`config.mk`:
```
export PLATFORM = sky130hd
export DESIGN_NAME = wmea_divider
export DESIGN_NICKNAME = d
export VERILOG_FILES = /design/src/rtl/wmea_pkg.sv /design/src/rtl/wmea_divider.sv
export SDC_FILE = /design/constraint.sdc
export NUM_CORES = 1
export LEC_CHECK = 0
export BUFFER_PORTS_ARGS = -buffer_cell sky130_fd_sc_hd__buf_2
export CAP_MARGIN = 15
export CORE_MARGIN = 3
export CORE_UTILIZATION = 45
export CTS_BUF_LIST = sky130_fd_sc_hd__clkbuf_8 sky130_fd_sc_hd__clkbuf_16
export DETAILED_ROUTE_END_ITERATION = 8
export GPL_TIMING_DRIVEN = 0
export MAX_ROUTING_LAYER = met4
export PLACE_DENSITY = 0.67
export SLEW_MARGIN = 25
export SYNTH_ARGS = -nofsm -noshare
export SYNTH_HDL_FRONTEND = slang
export SYNTH_SLANG_ARGS = --single-unit
```
`constraint.sdc`:
```
create_clock -name clk -period 16.25 [get_ports clk]
set_input_delay 0.8125 -clock clk [delete_from_list [all_inputs] [get_ports clk]]
set_output_delay 0.8125 -clock clk [all_outputs]
set_load 0.01 [all_outputs]
```
`src/rtl/wmea_pkg.sv`:
```
`default_nettype none
package wmea_pkg;
  localparam int DEF_NUM_CHANNELS = 16;
  localparam int DEF_COUNT_BITS = 16;
  localparam int SAMPLE_W = 24;
  localparam int SUM_W = 40;
  localparam int SQ_W = 64;
  localparam int ERR_W = 23;
  localparam int CH_W = 4;

  typedef enum logic [1:0] {
    FUNC_ADD   = 2'd0,
    FUNC_READ  = 2'd1,
    FUNC_CLEAR = 2'd2
  } func_t;

  localparam logic [1:0] REG_BOUNDS_ENABLE = 2'd0;
  localparam logic [1:0] REG_LOWER_BOUND   = 2'd1;
  localparam logic [1:0] REG_UPPER_BOUND   = 2'd2;

  typedef struct packed {
    logic        start;
    logic [63:0] num;
    logic [15:0] den;
  } div_req_t;
endpackage
`default_nettype wire

```
`src/rtl/wmea_divider.sv`:
```
`default_nettype none
module wmea_divider
  import wmea_pkg::*;
(
  input  wire logic        clk,
  input  wire logic        rst,
  input  wire div_req_t    req,
  output logic             done,
  output logic [63:0]      quotient
);
  // Restoring division, one quotient bit a cycle.
  logic [63:0] num;
  logic [15:0] den;
  logic [16:0] rem;
  logic [6:0]  steps;
  logic        running;
  logic [16:0] trial;
  logic [16:0] shifted;

  always_comb begin
    shifted = {rem[15:0], num[63]};
    trial = shifted - {1'b0, den};
  end

  always_ff @(posedge clk) begin
    done <= 1'b0;
    if (rst) begin
      running <= 1'b0;
      steps <= '0;
    end else if (req.start) begin
      running <= 1'b1;
      num <= req.num;
      den <= req.den;
      rem <= '0;
      quotient <= '0;
      steps <= '0;
    end else if (running) begin
      num <= {num[62:0], 1'b0};
      if (!trial[16]) begin
        rem <= trial;
        quotient <= {quotient[62:0], 1'b1};
      end else begin
        rem <= shifted;
        quotient <= {quotient[62:0], 1'b0};
      end
      steps <= steps + 7'd1;
      if (steps == 7'd63) begin
        running <= 1'b0;
        done <= 1'b1;
      end
    end
  end
endmodule
`default_nettype wire

```
==> results of run 1 <==
placed cells by master (no fill, tap or decap), types with 12 or more instances in the layout:
master / synthesis / final
mux2_2: 63 / 63
ha_1: 17 / 17
edfxtp_1: 160 / 160
clkbuf_1: 12 / 12
buf_2: 4 / 150
a21oi_1: 19 / 19
nand2_1: 16 / 16
nor2b_1: 64 / 64
nor2_1: 15 / 13
inv_1: 21 / 21
o21ai_0: 13 / 13
clkbuf_16: 0 / 17
cells by family after synthesis:
group,Yosys count,share of synthesized area (%)
DFF,169,66.6
and+or+nand+nor,127,9.73
AOI/OAI and AO/OA,77,6.92
muxes,64,9.61
buffers and inverters,45,2.52
adders and majority gates,18,3.11
xor gates and xnor gates,13,1.52
worst reg2reg max path, cell delays in order (launching register included):
cell and delay (ns):
edfxtp_1 0.40, ha_1 0.38, a21oi_1 0.22, a21boi_1 0.09, a311o_1 0.35, nor3_2 0.45
buf_2 0.36, nor4_1 0.10, a31o_1 0.21
worst max-delay path by stage:
stage               slack [ns]                    to  depth (start not counted)
global placement          5.01     num[17]$_DFFE_PP_                          5
detailed placement       12.00     num[19]$_DFFE_PP_                         10
finish                   12.54     num[19]$_DFFE_PP_                         10
global route             12.27     num[21]$_DFFE_PP_                         10
CTS                      12.46     num[20]$_DFFE_PP_                         10
floorplan                 7.92  num[0]$_SDFFCE_PN0P_                          5
final cells by class:
class	count	area share, %
flip-flops and latches	169	54.1
multi-input cells	299	25.2
repair buffers	152	9.48
clock buffers	17	4.62
well taps	216	2.93
clock inverters	15	1.63
plain buffers	24	1.19
inverters	21	0.855
state kept, by name (all words and copies together), names as in the netlist:
signal / flops
quotient: 64
running: 1
den: 16
steps: 7
rem: 16
done: 1
num: 64
per-stage QoR:
step / instance area (µm²) / hold WS (ns) / util, % / power, mW
final: 9220 / 0.508 / 57.4 / 1.06
after CTS: 9220 / 0.522 / 57.4 / 1.08
after floorplan: 7490 / 0.458 / - / 0.632
after detailed placement: 8640 / 0.512 / 53.8 / 0.679
after global routing: 9220 / 0.530 / 57.4 / 1.11
after global placement: 8490 / 0.468 / 52.9 / 0.675
metal layers:
layer  track usage (%)  routed length, µm  up-vias
met4              5.88                225        0
met3              4.47                852       20
li1                  -                  -     2265
met1              23.0               6840     2330
met5                 -                  0        -
met2              27.9               7420      126
power by group through the flow:
| stage | Clock, mW | Sequential, mW | Combinational [mW] |
|---|---|---|---|
| floorplan | 0 | 0.540 | 0.0926 |
| global placement | 0 | 0.539 | 0.136 |
| detailed placement | 0 | 0.533 | 0.146 |
| CTS | 0.404 | 0.525 | 0.147 |
| global route | 0.424 | 0.527 | 0.161 |
| finish | 0.393 | 0.524 | 0.146 |
==> qor.yml, run 1 <==
fin_nets: 785
ys_ff_latch: 169
cp.required_ns: 16.37
drv_cap: 0
p_int_uw: 807
final_antenna_net_count: 0
power.leakage_nw: 3.55
relSlewSlack_pct: 45.3
critPathCaptureType: "flip-flop"
cts_buffers: 17
setup.worst_path.start: "req[80]"
cts_root_buf: "clkbuf_16"
cts_resized: 0
fin_tns_setup_ns: 0
multi_input_area_um2: 2320
power_frac_seq_pct: 49.3
grt_antenna_before_repair: 0
cp_slowest_cell: "clkbuf_1"
yosys-top-cells-count: "160 x edfxtp_1, 64 x nor2b_1, 63 x mux2_2"
dpl.cell_count: 881
fin_crit_sh_pct: 22.8
clkSlewWorstSetupHoldPaths_ns: 0.06
dr.pass1.iters: 4
final_cells: 913
cp_max_fo: 29
cts_tree: "built"
cts_hold_buffers: 0
tightestPinTransition_ns: 0.820
crit_type: "input port to flip-flop"
r2r_start: "rem[13]$_SDFFCE_PP0P_"
cts_sinks: 169
pre_cts_ws_ns: 12.00
hold_path_depth: 2
fp-row-count: 46
power_switching_uw: 256
grt_first_pass_wirelength_mm: 24.7
first_iter_violations: 231
hpwl_mm: 11.1
area_delta_synth_final_pct: 23.1
viasPerCell: 5.19
async_reset_ff_share_pct: 0
hold_path.startpoint: "steps[5]$_SDFFE_PP0P_"
vias: 4741
crit_buf_inv: 8
fmax_mhz: 270
clock_skew_ns: 0.0106
postCtsSetupRepairBufs: 0
nFillCells: 1322
ys.flop_type: "edfxtp_1"
synth_cells: 513
synth_top_area_share_pct: 64.2
portBuffers: 146
syn_nets: 614
avgSynthCellArea_um2: 14.6
clock_power_share_pct: 36.9
routed_wl_mm: 15.3
min_to: "steps[5]$_SDFFE_PP0P_"
yosysTopAreaCell: "edfxtp_1"
p_per_area_nw_per_um2: 115
yosysWarnings: 0
fp.dieW_um: 135
rsz0062_at_grt: "false"
switching_share_pct: 24.1
antenna_cells: 0
h-tree-depth: 4
pwr-share-comb_pct: 13.7
initial_core_util_pct: 46.6
synthTopCellsByArea: "edfxtp_1 64%, mux2_2 9.5%, nor2b_1 5.3%, ha_1 2.8%, dfxtp_1 2.4%"
r2r_slack_ns: 13.45
setup_viol: 0
drc: 0
crit_family: "buffers and inverters"
ys_seq_area_share_pct: 66.6
synth_edf_count: 160
r2r_end: "rem[6]$_SDFFCE_PP0P_"
reg2regPathDepth: 8
cpPeakStageDelay_ns: 0.54
drv_slew: 0
start_kind: "input port"
clock_latency_ns: 0.42
synth_most_common_cell: "edfxtp_1"
syn-cell-area_um2: 7490
critPathArrivalTime_ns: 3.82
vdd.ir_drop.worst_mv: 0.0850
layout_setup_ws_ns: 12.54
hold_path_class: "flip-flop to flip-flop"
yosysUniqueCellTypes: 52
clock_path_buffers: 2
grt_max_degree: 30
finalCriticalPeriod_ns: 3.71
io_pins: 148
grt_pass1_vias: 4861
overflow: 0
core-area_um2: 16100
regArea_um2: 4980
status: "complete, no violations"
final-hold-violation-count: 0
drive_gt1_share_pct: 37.3
grt_use_total_pct: 17.8
gp_congestion: 0.863
die_height_um: 135
wire_per_inst_um: 16.8
worstPathCellList: "clkbuf_1 > clkbuf_1 > clkbuf_1 > nor2_1 > nor2_4 > buf_16 > buf_12 > buf_12 > buf_16 > buf_12"
dieArea_um2: 18200
Note: power is estimated with default switching activity, not from simulation.
==> inputs of run 2 (changes only) <==
--- a/config.mk
+++ b/config.mk
@@ -13,7 +13,7 @@
 export DETAILED_ROUTE_END_ITERATION = 8
 export GPL_TIMING_DRIVEN = 0
 export MAX_ROUTING_LAYER = met4
-export PLACE_DENSITY = 0.67
+export PLACE_DENSITY = 0.7
 export SLEW_MARGIN = 25
 export SYNTH_ARGS = -nofsm -noshare
 export SYNTH_HDL_FRONTEND = slang
==> constraint.sdc (replaced) <==
create_clock -name clk -period 3.02 [get_ports clk]
set_input_delay 0.151 -clock clk [delete_from_list [all_inputs] [get_ports clk]]
set_output_delay 0.151 -clock clk [all_outputs]
set_load 0.01 [all_outputs]
==> run 2 against run 1 <==
Non-clock buffer count up 17. Clock skew down 0.0031 ns. Sequential power rose to 5.4 times the previous value. Wire length up 0.38%. Global-route usage down 0.13 points. Via count up 0.76%. Die area unchanged. Power rose to 5.3 times the previous value. Critical path type is now flip-flop to flip-flop. Largest cell class unchanged. Highest routed layer unchanged.
==> qor.yml, run 2 (synthesis results as in run 1) <==
drv_slew: 0  # unchanged
overflow: 0  # unchanged
cp_max_fo: 4  # -86%
p_per_area_nw_per_um2: 602  # +420%
status: "complete, no violations"
clock_latency_ns: 0.42  # about the same
grt_antenna_before_repair: 0  # unchanged
total_power_mw: 5.67  # +430%
hpwl_mm: 11.2  # +1.2%
holdWs_ns: 0.0185  # -0.489 ns
cp.required_ns: 3.30  # -13.07 ns
final-hold-violation-count: 0  # unchanged
cts_buffers: 17  # unchanged
die_height_um: 135  # unchanged
r2r_start: "num[63]$_DFFE_PP_"
crit_family: "compound AO/OA/AOI/OAI gates"
fin_nets: 802  # +2.2%
min_to: "num[0]$_SDFFCE_PN0P_"
fmax_mhz: 355
core-area_um2: 16100  # unchanged
portBuffers: 146  # unchanged
cpPeakStageDelay_ns: 0.62  # +0.08 ns
grt_first_pass_wirelength_mm: 24.6  # -0.50%
reg_top3: "num x64, quotient x64"
hold_path_depth: 2  # unchanged
rsz0062_at_grt: "false"
cts_tree: "built"
mostFrequentLayoutCell: "edfxtp_1"
critPathArrivalTime_ns: 3.10  # -0.72 ns
dr.pass1.iters: 5  # +1
routed_wl_mm: 15.4  # +0.38%
pre_cts_ws_ns: 0.231  # -11.77 ns
crit_type: "flip-flop to flip-flop"
reg2regPathDepth: 9  # +1
postCtsSetupRepairBufs: 0  # unchanged
start_kind: "flip-flop"
power.leakage_nw: 3.64  # +2.6%
most-common-layout-cells: "160 x edfxtp_1, 150 x buf_2, 64 x nor2b_1"
gp_congestion: 0.886  # +2.6%
tightestPinTransition_ns: 0.852  # +0.0324 ns
io_pins: 148  # unchanged
cts_root_buf: "clkbuf_16"
clkSlewWorstSetupHoldPaths_ns: 0.07  # about the same
area_delta_synth_final_pct: 25.9
viasPerCell: 5.14  # -1.1%
fp.dieW_um: 135  # unchanged
grt_use_total_pct: 17.7  # -0.13 points
grt_max_degree: 28  # -6.7%
antenna_cells: 0  # unchanged
worstPathCellList: "inv_1 > ha_1 > fa_1 > nand2b_1 > a21oi_1 > o21ai_0 > a21o_1 > a2111oi_0 > a31o_1"
critPathCaptureType: "flip-flop"
setup_viol: 0  # unchanged
fin_crit_sh_pct: 93.4
vias: 4777  # +0.76%
h-tree-depth: 4  # unchanged
final_antenna_net_count: 0  # unchanged
cts_sinks: 169  # unchanged
r2r_end: "rem[10]$_SDFFCE_PP0P_"
drc: 0  # unchanged
fp-row-count: 46  # unchanged
wire_per_inst_um: 16.5  # -1.5%
drive_gt1_share_pct: 36.7  # -0.61 points
relSlewSlack_pct: 43.1  # -2.2 points
grt_pass1_vias: 4875  # +0.29%
r2r_slack_ns: 0.20  # -13.25 ns
hold_path_class: "input port to flip-flop"
initial_core_util_pct: 46.6  # unchanged
finalCriticalPeriod_ns: 2.82
first_iter_violations: 197  # -15%
vdd.ir_drop.worst_mv: 0.380  # +350%
dieArea_um2: 18200  # unchanged
drv_cap: 0  # unchanged
clock_path_buffers: 2  # unchanged
layout_setup_ws_ns: 0.200  # -12.34 ns
clock_skew_ns: 0.00747  # -0.00311 ns
cp_slowest_cell: "a2111oi_0"
hold_path.startpoint: "req[16]"
crit_buf_inv: 1  # -7
-- run 2: timing repair --
item	4_1_cts	5_1_grt
setup endpoints to repair	0	2
hold buffers	17	0
resized for setup	0	1
endpoints found under the hold margin	17	0
-- run 2: worst max path at each step --
stage / startpoint / endpoint / slack, ns / cells past startpoint
floorplan: req[80] / num[0]$_SDFFCE_PN0P_ / -0.13 / 5
CTS: rem[13]$_SDFFCE_PP0P_ / rem[5]$_SDFFCE_PP0P_ / 0.22 / 8
global route: num[63]$_DFFE_PP_ / rem[10]$_SDFFCE_PP0P_ / 0.02 / 9
detailed placement: rem[13]$_SDFFCE_PP0P_ / rem[5]$_SDFFCE_PP0P_ / 0.23 / 8
finish: num[63]$_DFFE_PP_ / rem[10]$_SDFFCE_PP0P_ / 0.20 / 9
global placement: req[80] / num[27]$_DFFE_PP_ / -0.99 / 5
-- run 2: cell type report --
cell class	count	area [µm²]
tap	216	270
buffer	24	153
timing repair buffer	169	1050
fill	1295	6630
clock buffer	17	425
sequential	169	4980
inverter	21	78.8
multi-input combinational	299	2340
clock inverter	15	126
-- run 2: where the power goes --
part           total (mW)  internal (mW)  switching [mW]
combinational       0.819          0.380           0.439
sequential           2.82           2.76          0.0597
clock                2.03           1.13           0.898
total                5.67           4.28            1.40
-- run 2: routing by layer --
layer	up-vias	track usage, %	routed length, µm
met1	2313	23.5	7020
met4	0	5.60	157
met5	-	-	0
li1	2295	-	-
met2	156	27.1	7240
met3	13	4.47	978
-- run 2: stage by stage --
step | util [%] | instance area, µm² | std cells | setup TNS, ns
after floorplan | - | 7540 | 513 | -19.38
after global placement | 53.2 | 8540 | 875 | -141.97
after detailed placement | 54.2 | 8700 | 881 | 0
after CTS | 58.7 | 9420 | 930 | 0
after global routing | 58.7 | 9430 | 930 | 0
final | 58.7 | 9430 | 930 | 0
-- run 2: worst register-to-register path: stages (launching register included) --
cell,delay [ns]
edfxtp_1,0.35
inv_1,0.05
ha_1,0.21
fa_1,0.40
nand2b_1,0.18
a21oi_1,0.24
o21ai_0,0.23
a21o_1,0.22
a2111oi_0,0.62
a31o_1,0.19
